[config.mk]
export PLATFORM = sky130hd
export DESIGN_NAME = dsp_ctrl
export DESIGN_NICKNAME = d
export VERILOG_FILES = /design/src/sv/dijkstra_shortest_path_top_macros.svh /design/src/sv/dsp_pkg.sv /design/src/sv/dsp_ctrl.sv
export SDC_FILE = /design/constraint.sdc
export NUM_CORES = 1
export LEC_CHECK = 0
export BUFFER_PORTS_ARGS = -buffer_cell sky130_fd_sc_hd__buf_2
export CORE_MARGIN = 4
export CORE_UTILIZATION = 55
export CTS_CLUSTER_SIZE = 14
export DETAILED_ROUTE_END_ITERATION = 8
export PLACE_DENSITY = 0.8
export SKIP_CTS_REPAIR_TIMING = 1
export SLEW_MARGIN = 25
export SYNTH_ARGS = -nofsm -noshare
export SYNTH_HDL_FRONTEND = slang
export SYNTH_SLANG_ARGS = --single-unit
[constraint.sdc]
create_clock -name clk_i -period 2 [get_ports clk_i]
set_input_delay 0.4 -clock clk_i [delete_from_list [all_inputs] [get_ports clk_i]]
set_output_delay 0.4 -clock clk_i [all_outputs]
set_load 0.01 [all_outputs]
[src/sv/dijkstra_shortest_path_top_macros.svh]
// ----------------------------------------------------------------------------
// Assertion macros for the shortest path block
// Concurrent checks that compile away when ASSERT_OFF is set.
// ----------------------------------------------------------------------------
`ifndef DIJKSTRA_SHORTEST_PATH_TOP_MACROS_SVH
`define DIJKSTRA_SHORTEST_PATH_TOP_MACROS_SVH
`ifndef ASSERT_OFF
`define DSP_ASSERT(lbl, clk, rst_n, prop, msg) \
  lbl: assert property (@(posedge clk) disable iff (!rst_n) prop) else $error(msg);
`define DSP_ASSERT_NEVER(lbl, clk, rst_n, cond, msg) \
  `DSP_ASSERT(lbl, clk, rst_n, !(cond), msg)
`else
`define DSP_ASSERT(lbl, clk, rst_n, prop, msg)
`define DSP_ASSERT_NEVER(lbl, clk, rst_n, cond, msg)
`endif
`endif

[src/sv/dsp_pkg.sv]
// ----------------------------------------------------------------------------
// Shortest path package
// Field widths, codes, controller commands and the heap ordering.
// ----------------------------------------------------------------------------
package dsp_pkg;

  localparam int unsigned NUM_VERTICES_DEF = 64;
  localparam int unsigned NUM_EDGES_DEF    = 256;
  localparam int unsigned WEIGHT_BITS_DEF  = 16;

  localparam int unsigned OP_W  = 2;
  localparam int unsigned VTX_W = 6;
  localparam int unsigned WIN_W = 16;
  localparam int unsigned ST_W  = 2;
  localparam int unsigned LEN_W = 24;

  localparam logic [LEN_W-1:0] DIST_MAX = '1;

  typedef enum logic [OP_W-1:0] {
    OP_ADD   = 2'd0,
    OP_CLEAR = 2'd1,
    OP_QUERY = 2'd2,
    OP_NONE  = 2'd3
  } op_e;

  typedef enum logic [ST_W-1:0] {
    ST_OK     = 2'd0,
    ST_FULL   = 2'd1,
    ST_NOPATH = 2'd2
  } status_e;

  typedef enum logic [4:0] {
    CMD_NONE, CMD_LOAD, CMD_ADD_RD, CMD_ADD_WR, CMD_CLEAR, CMD_Q_INIT,
    CMD_PUSH, CMD_SU_CHK, CMD_SU_CMP, CMD_POP_RD0, CMD_POP_RDL, CMD_POP_X,
    CMD_SD_CHK, CMD_SD_L, CMD_SD_R, CMD_SD_CMP, CMD_SETTLE, CMD_E_HEAD,
    CMD_E_RD, CMD_E_EVAL, CMD_E_RELAX, CMD_E_NEXT, CMD_FIN_RD, CMD_FIN_LEN,
    CMD_EMIT_OK, CMD_EMIT_FULL, CMD_EMIT_NOPATH, CMD_EMIT_PATH,
    CMD_PATH_NXT, CMD_EMIT_SRC
  } cmd_e;

  typedef struct packed {
    op_e  op;
    logic add_full;
    logic vtx_ok;
    logic heap_empty;
    logic heap_full;
    logic su_root;
    logic su_less;
    logic sd_leaf;
    logic sd_has_r;
    logic sd_stay;
    logic u_settled;
    logic u_is_t;
    logic e_null;
    logic w_skip;
    logic relax_do;
    logic t_reached;
    logic path_more;
    logic out_free;
  } sts_t;

  typedef struct packed {
    logic [LEN_W-1:0] len;
    logic [VTX_W-1:0] vtx;
  } heap_ent_t;

  function automatic logic heap_less(heap_ent_t a, heap_ent_t b);
    logic lt;
    if (a.len != b.len) begin
      lt = a.len < b.len;
    end else begin
      lt = a.vtx < b.vtx;
    end
    return lt;
  endfunction

endpackage

[src/sv/dsp_ctrl.sv]
// ----------------------------------------------------------------------------
// Shortest path controller
// Sequences edge loads, heap operations, relaxation and path readout.
// ----------------------------------------------------------------------------
module dsp_ctrl (
  input  logic          clk_i,
  input  logic          rst_ni,
  input  logic          in_valid_i,
  output logic          in_ready_o,
  input  dsp_pkg::sts_t sts_i,
  output dsp_pkg::cmd_e cmd_o
);
  import dsp_pkg::*;

  typedef enum logic [4:0] {
    S_IDLE, S_DISP, S_ADD_RD, S_ADD_WR, S_CLEAR, S_EMIT_OK, S_EMIT_FULL, S_EMIT_NP,
    S_Q_INIT, S_PUSH, S_SU_CHK, S_SU_CMP, S_Q_LOOP, S_POP_RDL, S_POP_X, S_SD_CHK,
    S_SD_L, S_SD_R, S_SD_CMP, S_CHECK, S_SETTLE, S_E_HEAD, S_E_CHK, S_E_EVAL,
    S_E_CMP, S_E_NXT, S_FIN, S_FIN_LEN, S_PATH, S_PATH_NXT
  } state_e;

  state_e state_q, state_d;
  logic   ret_edge_q, ret_edge_d;
  state_e push_ret;

  assign push_ret   = ret_edge_q ? S_E_NXT : S_Q_LOOP;
  assign in_ready_o = (state_q == S_IDLE);

  always_comb begin
    state_d    = state_q;
    ret_edge_d = ret_edge_q;
    cmd_o      = CMD_NONE;
    case (state_q)
      S_IDLE: begin
        if (in_valid_i) begin
          cmd_o   = CMD_LOAD;
          state_d = S_DISP;
        end
      end
      S_DISP: begin
        case (sts_i.op)
          OP_ADD: begin
            if (sts_i.add_full) begin
              state_d = S_EMIT_FULL;
            end else if (sts_i.vtx_ok) begin
              state_d = S_ADD_RD;
            end else begin
              state_d = S_EMIT_OK;
            end
          end
          OP_CLEAR: state_d = S_CLEAR;
          OP_QUERY: state_d = sts_i.vtx_ok ? S_Q_INIT : S_EMIT_NP;
          default:  state_d = S_IDLE;
        endcase
      end
      S_ADD_RD: begin cmd_o = CMD_ADD_RD; state_d = S_ADD_WR; end
      S_ADD_WR: begin cmd_o = CMD_ADD_WR; state_d = S_EMIT_OK; end
      S_CLEAR:  begin cmd_o = CMD_CLEAR;  state_d = S_EMIT_OK; end
      S_EMIT_OK: begin
        if (sts_i.out_free) begin cmd_o = CMD_EMIT_OK; state_d = S_IDLE; end
      end
      S_EMIT_FULL: begin
        if (sts_i.out_free) begin cmd_o = CMD_EMIT_FULL; state_d = S_IDLE; end
      end
      S_EMIT_NP: begin
        if (sts_i.out_free) begin cmd_o = CMD_EMIT_NOPATH; state_d = S_IDLE; end
      end
      S_Q_INIT: begin
        cmd_o      = CMD_Q_INIT;
        ret_edge_d = 1'b0;
        state_d    = S_PUSH;
      end
      S_PUSH: begin
        cmd_o   = CMD_PUSH;
        state_d = sts_i.heap_full ? push_ret : S_SU_CHK;
      end
      S_SU_CHK: begin
        cmd_o   = CMD_SU_CHK;
        state_d = sts_i.su_root ? push_ret : S_SU_CMP;
      end
      S_SU_CMP: begin
        cmd_o   = CMD_SU_CMP;
        state_d = sts_i.su_less ? S_SU_CHK : push_ret;
      end
      S_Q_LOOP: begin
        if (sts_i.heap_empty) begin
          state_d = S_FIN;
        end else begin
          cmd_o   = CMD_POP_RD0;
          state_d = S_POP_RDL;
        end
      end
      S_POP_RDL: begin cmd_o = CMD_POP_RDL; state_d = S_POP_X; end
      S_POP_X:   begin cmd_o = CMD_POP_X;   state_d = S_SD_CHK; end
      S_SD_CHK: begin
        cmd_o   = CMD_SD_CHK;
        state_d = sts_i.sd_leaf ? S_CHECK : S_SD_L;
      end
      S_SD_L: begin
        cmd_o   = CMD_SD_L;
        state_d = sts_i.sd_has_r ? S_SD_R : S_SD_CMP;
      end
      S_SD_R: begin cmd_o = CMD_SD_R; state_d = S_SD_CMP; end
      S_SD_CMP: begin
        cmd_o   = CMD_SD_CMP;
        state_d = sts_i.sd_stay ? S_CHECK : S_SD_CHK;
      end
      S_CHECK: begin
        if (sts_i.u_settled) begin
          state_d = S_Q_LOOP;
        end else if (sts_i.u_is_t) begin
          state_d = S_FIN;
        end else begin
          state_d = S_SETTLE;
        end
      end
      S_SETTLE: begin cmd_o = CMD_SETTLE; state_d = S_E_HEAD; end
      S_E_HEAD: begin cmd_o = CMD_E_HEAD; state_d = S_E_CHK; end
      S_E_CHK: begin
        if (sts_i.e_null) begin
          state_d = S_Q_LOOP;
        end else begin
          cmd_o   = CMD_E_RD;
          state_d = S_E_EVAL;
        end
      end
      S_E_EVAL: begin
        cmd_o   = CMD_E_EVAL;
        state_d = sts_i.w_skip ? S_E_NXT : S_E_CMP;
      end
      S_E_CMP: begin
        if (sts_i.relax_do) begin
          cmd_o      = CMD_E_RELAX;
          ret_edge_d = 1'b1;
          state_d    = S_PUSH;
        end else begin
          cmd_o   = CMD_E_NEXT;
          state_d = S_E_CHK;
        end
      end
      S_E_NXT: begin cmd_o = CMD_E_NEXT; state_d = S_E_CHK; end
      S_FIN: begin
        if (sts_i.t_reached) begin
          cmd_o   = CMD_FIN_RD;
          state_d = S_FIN_LEN;
        end else begin
          state_d = S_EMIT_NP;
        end
      end
      S_FIN_LEN: begin cmd_o = CMD_FIN_LEN; state_d = S_PATH; end
      S_PATH: begin
        if (sts_i.out_free) begin
          if (sts_i.path_more) begin
            cmd_o   = CMD_EMIT_PATH;
            state_d = S_PATH_NXT;
          end else begin
            cmd_o   = CMD_EMIT_SRC;
            state_d = S_IDLE;
          end
        end
      end
      S_PATH_NXT: begin cmd_o = CMD_PATH_NXT; state_d = S_PATH; end
      default: state_d = S_IDLE;
    endcase
  end

  always_ff @(posedge clk_i or negedge rst_ni) begin
    if (!rst_ni) begin
      state_q    <= S_IDLE;
      ret_edge_q <= 1'b0;
    end else begin
      state_q    <= state_d;
      ret_edge_q <= ret_edge_d;
    end
  end

endmodule

Word level (Yosys, flattened, before mapping). Cells that the tools add are included.

Bits in latches: 0. Register bits after elaboration: 6. Memories kept: 0. Bits in writable memories: 0. Memory bits (read-only): 0. Output and inout port bits: 6. Input port bits: 22.

$add $sub $neg: 0. Shifts and indexed selects: 0. Reductions and logical operators: 9. Mux-type cells: 36. Bitwise operators: 0. Divide/modulo/power cells: 0. Eq/ne operators: 35. Multipliers: 0. Order comparisons: 0.

Operator list (number): 5-bit one-hot mux with 28 select lines (1); 5-bit one-hot mux with 25 select lines (1); 5-bit two-way mux (20); 5-bit == test (second input constant) (14); 5-bit by 4-bit == test with 1-bit output (second input constant) (8); 5-bit by 3-bit == test with 1-bit output (second input constant) (4); 5-bit one-hot mux with 3 select lines (1); 4-bit two-way mux (3); 5-bit by 2-bit == test with 1-bit output (second input constant) (2); 3-bit two-way mux (3); 2-bit != test (second input constant) (3); 2-bit OR reduction (3); 5-bit by 1-bit == test with 1-bit output (second input constant) (1); 5-bit logical NOT (1); 1-bit two-way mux (4); 2-bit two-way mux (2); 3-bit AND reduction (1); 3-bit OR reduction (1); 2-bit by 1-bit == test with 1-bit output (second input constant) (1); 2-bit == test (second input constant) (1); 2-bit logical NOT (1); 2-bit by 1-bit != test with 1-bit output (second input constant) (1); 1-bit one-hot mux with 2 select lines (1); 2-bit AND reduction (1); 2-bit nonzero test (1).

Depth between registers and ports, before layout.
Depth in word-level cells: 4. Mapped depth: 8. Depth with buffers taken out: 5.

Worst setup path after synthesis. No wires, ideal clock.

Kind: reg2out. Start point: reg state_q[3]. End point: out cmd_o[2]. Path buffers: 3. Stages on the path, launching flop included: 6. Arrival time: 1.440 ns. Path slack: 0.160 ns. Path through: dfrtp_1 buf_6 buf_6 buf_4 o311a_1 o21ai_0.

Longest elaborated chain between the ends: 2. Elaborated cells on any way between the ends: 29. Classes of those cells: eq/ne: 27; mux: 1; reduce/logical: 1.

Ends and longest elaborated chain: from (decl) (line dsp_ctrl.sv:22) `state_e state_q, state_d;`; from (signal assigned) (line dsp_ctrl.sv:172) `state_q <= state_d;`; 5-bit == test, or another cell as far along (line dsp_ctrl.sv:33) `case (state_q)`; 5-bit one-hot mux with 28 select lines (*) (line dsp_ctrl.sv:33); to (decl) (line dsp_ctrl.sv:11) `output dsp_pkg::cmd_e cmd_o`.

Mark *: on every way between the ends. The rest lies on a longest branch, timed or not.

Worst setup path in the final report. Ends and elaborated chain as after synthesis.

==> run_results.csv <==
group,metric,value,unit
status,status,"complete, but fails checks",
status,violations,"negative setup slack",
sta,slew_viol_final,0,
floorplan,fp.dieW,57.7,um
place,globalplace.congestion,1.04,
power_and_ir_drop,ir_worst_vdd,1.34,mV
worst_setup_path,reg2regPathDepth,7,
logic_synthesis,postSynthAreaPerCell,6.97,um2
logic_synthesis,synth_top_area_cell,"dfrtp_1",
worst_setup_path,crit_required,1600,ps
floorplan,num_rows,17,
worst_setup_path,cp.buffers_inverters,3,
place,portBuffers,27,
power_and_ir_drop,powerDensity,1690,nW/um2
logic_synthesis,synth_top_family_by_area,"compound AO/OA/AOI/OAI gates",
detailed_routing,dr_total_vias,1874,
floorplan,dieArea,3330,um2
logic_synthesis,netlist_instances,195,
worst_setup_path,crit_fanout,6,
detailed_routing,wire_per_inst,20.8,um
logic_synthesis,syn_area,1360,um2
worst_setup_path,end_kind,"primary output",
global_routing,grt_use_total,30.6,%
sta,hold_viol_final,0,
run,drv_cap,0,
global_routing,grt_overflow,0,
clock_network,cts-buffers-inserted,3,
place,hpwl,3.89,mm
worst_setup_path,crit_chain,"buf_6, buf_6, nand2b_4, a32o_2, a211oi_2, o21ai_1, buf_2",
worst_setup_path,cp-start-kind,"register",
worst_setup_path,rrSetupSlack,40,ps
logic_synthesis,synth_warnings,0,
place,place_area,1610,um2
detailed_routing,wl,5.55,mm
logic_synthesis,synth_top_area_share,11.0,%
sta,tightest_slew,360,ps
global_routing,grt_pass1_vias,1594,
worst_setup_path,rr_startpoint,"state_q[3]",
cells_and_area,fin_util,78.6,%
clock_network,clock_sinks,6,
worst_setup_path,criticalPathCategory,"reg2out",
logic_synthesis,synth_edf_count,0,
worst_setup_path,slowest_stage,"dfrtp_2",
clock_network,cts_root_buf,"clkbuf_4",
logic_synthesis,synthFlopType,"dfrtp_1",
worst_setup_path,worst_r2r_endpoint,"state_q[1]",
sta,timing.final.ws_setup,-234,ps
global_routing,grt_antenna_before_repair,1,
logic_synthesis,ys_ff_latch,6,
logic_synthesis,synthTopCellsByCount,"17 x a21oi_1, 14 x o21ai_0, 13 x nor2_1",
floorplan,ios,28,
sta,holdWs,513,ps
clock_network,clock_latency,270,ps
cells_and_area,diodes,0,
sta,layout_min_cycle_time,2230,ps
logic_synthesis,synth_xor_area_share,0.644,%
logic_synthesis,yosysMostFrequentCell,"a21oi_1",
clock_network,htree_levels,1,
detailed_routing,drt_iter0_drc,251,
sta,fmax,448,MHz
sta,fin_skew,10.3,ps
logic_synthesis,mappedNetlistNets,217,
cells_and_area,syn_to_final_growth,31.6,%
global_routing,grt_pass1_wl,7.87,mm
worst_setup_path,path_delay_family,"compound AO/OA/AOI/OAI gates",
logic_synthesis,yosys-top-cells-area,"dfrtp_1 11%, a21oi_1 6.3%, nand2b_1 5.5%",
worst_setup_path,crit_arrival,1830,ps
floorplan,initial_core_util,59.8,%
logic_synthesis,synth_fa_ha_area_share,0,%
sta,post-route-period-util,112,%
floorplan,coreArea,2280,um2
power_and_ir_drop,leakagePower,0.735,nW
logic_synthesis,synthSimpleGateAreaFrac,35.4,%
sta,slew_headroom,75.8,%
detailed_routing,vias_per_cell,7.02,
floorplan,die_y,57.7,um
logic_synthesis,ys_seq_area_share,11.0,%
sta,finalSetupTns,-1030,ps
worst_setup_path,cpPeakStageDelay,460,ps
clock_network,clk_path_buf_depth,2,
logic_synthesis,synth_cell_types,54,
cells_and_area,nets,263,
logic_synthesis,synth-compound-area-share,39.6,%
cells_and_area,drive_above_1_share,38.9,%
cells_and_area,design_area,1790,um2
clock_network,cts_tree,"done",
detailed_routing,ant_nets,0,
global_routing,grt_max_degree,19,
detailed_routing,drt-pass1-iter-count,7,
logic_synthesis,synthArstFlopShare,100,%
logic_synthesis,muxShareOfSynthArea,1.47,%
sta,finalSetupViolCount,6,
detailed_routing,drc,0,
worst_setup_path,crit_top_cell,"buf_6",
sta,rsz0062_at_grt,"yes",
clock_network,cts.clk_slew.worst_paths,60,ps
worst_hold_path,hp-class,"in2async",
cells by family after synthesis:
logic type / Yosys count
compound gates: 79
xor+xnor: 1
mux: 2
buf+inv: 26
flops: 6
simple gates: 81
cell type report:
type	instances	area [um2]
well taps	28	35.0
multi-input cells	163	1130
repair buffers	60	412
clock buffers	3	22.5
inverters	7	30.0
fillers	175	487
flip-flops and latches	6	156
worst register-to-register path, delay by kind of cell (launching register included):
kind	cells	cell delay, ps
simple gates	4	930
flops	1	460
buf+inv	2	290
compound gates	1	170
flip-flops by register name, summed over array words and instances, names as in the netlist:
register,count
ret_edge_q,1
state_q,5
how the worst max path moves through the flow:
stage / startpoint / endpoint / slack [ps] / cells after the start
after floorplan: state_q[3] / cmd_o[2] / 160 / 5
after global placement: state_q[3] / cmd_o[1] / 60 / 6
after detailed placement: state_q[3] / cmd_o[1] / -40 / 6
after CTS: state_q[3] / cmd_o[1] / -330 / 6
after global routing: state_q[3] / cmd_o[1] / -270 / 8
final: state_q[3] / cmd_o[2] / -230 / 7
cell usage in the layout (no fill, tap or decap), types with 3 or more instances in the layout:
cell type,n
buf_6,7
buf_2,27
a32o_1,4
buf_4,25
nor3_1,7
nor2_1,12
dfrtp_2,5
nor2_2,3
o21ai_1,5
nor2b_1,6
nor4_1,3
inv_1,6
o21ai_0,11
o211ai_1,3
clkbuf_4,3
nand2_1,10
nand2b_1,11
nand3_1,6
a211o_1,3
a31oi_1,9
a21oi_1,16
and3_1,3
power breakdown:
group | internal [mW] | total, mW | switching [mW]
clock network | 0.0688 | 0.126 | 0.0571
logic | 1.15 | 2.57 | 1.42
registers | 0.192 | 0.326 | 0.134
total | 1.41 | 3.02 | 1.61
layer usage:
layer,global-route usage [%],vias to the layer above,routed length [um]
met3,7.80,32,652
met2,46.5,161,2460
met1,41.4,849,2200
li1,-,832,-
met5,0,-,0
met4,11.6,0,235
per-stage QoR:
step / power, mW / instances / worst slack (ps)
after floorplan: 1.80 / 195 / 160
after global placement: 2.44 / 260 / 56.0
after detailed placement: 2.48 / 260 / -44.9
after CTS: 2.62 / 263 / -335
after global routing: 3.19 / 267 / -266
final: 3.02 / 267 / -234
No activity file was read; power rests on OpenSTA's default activity.
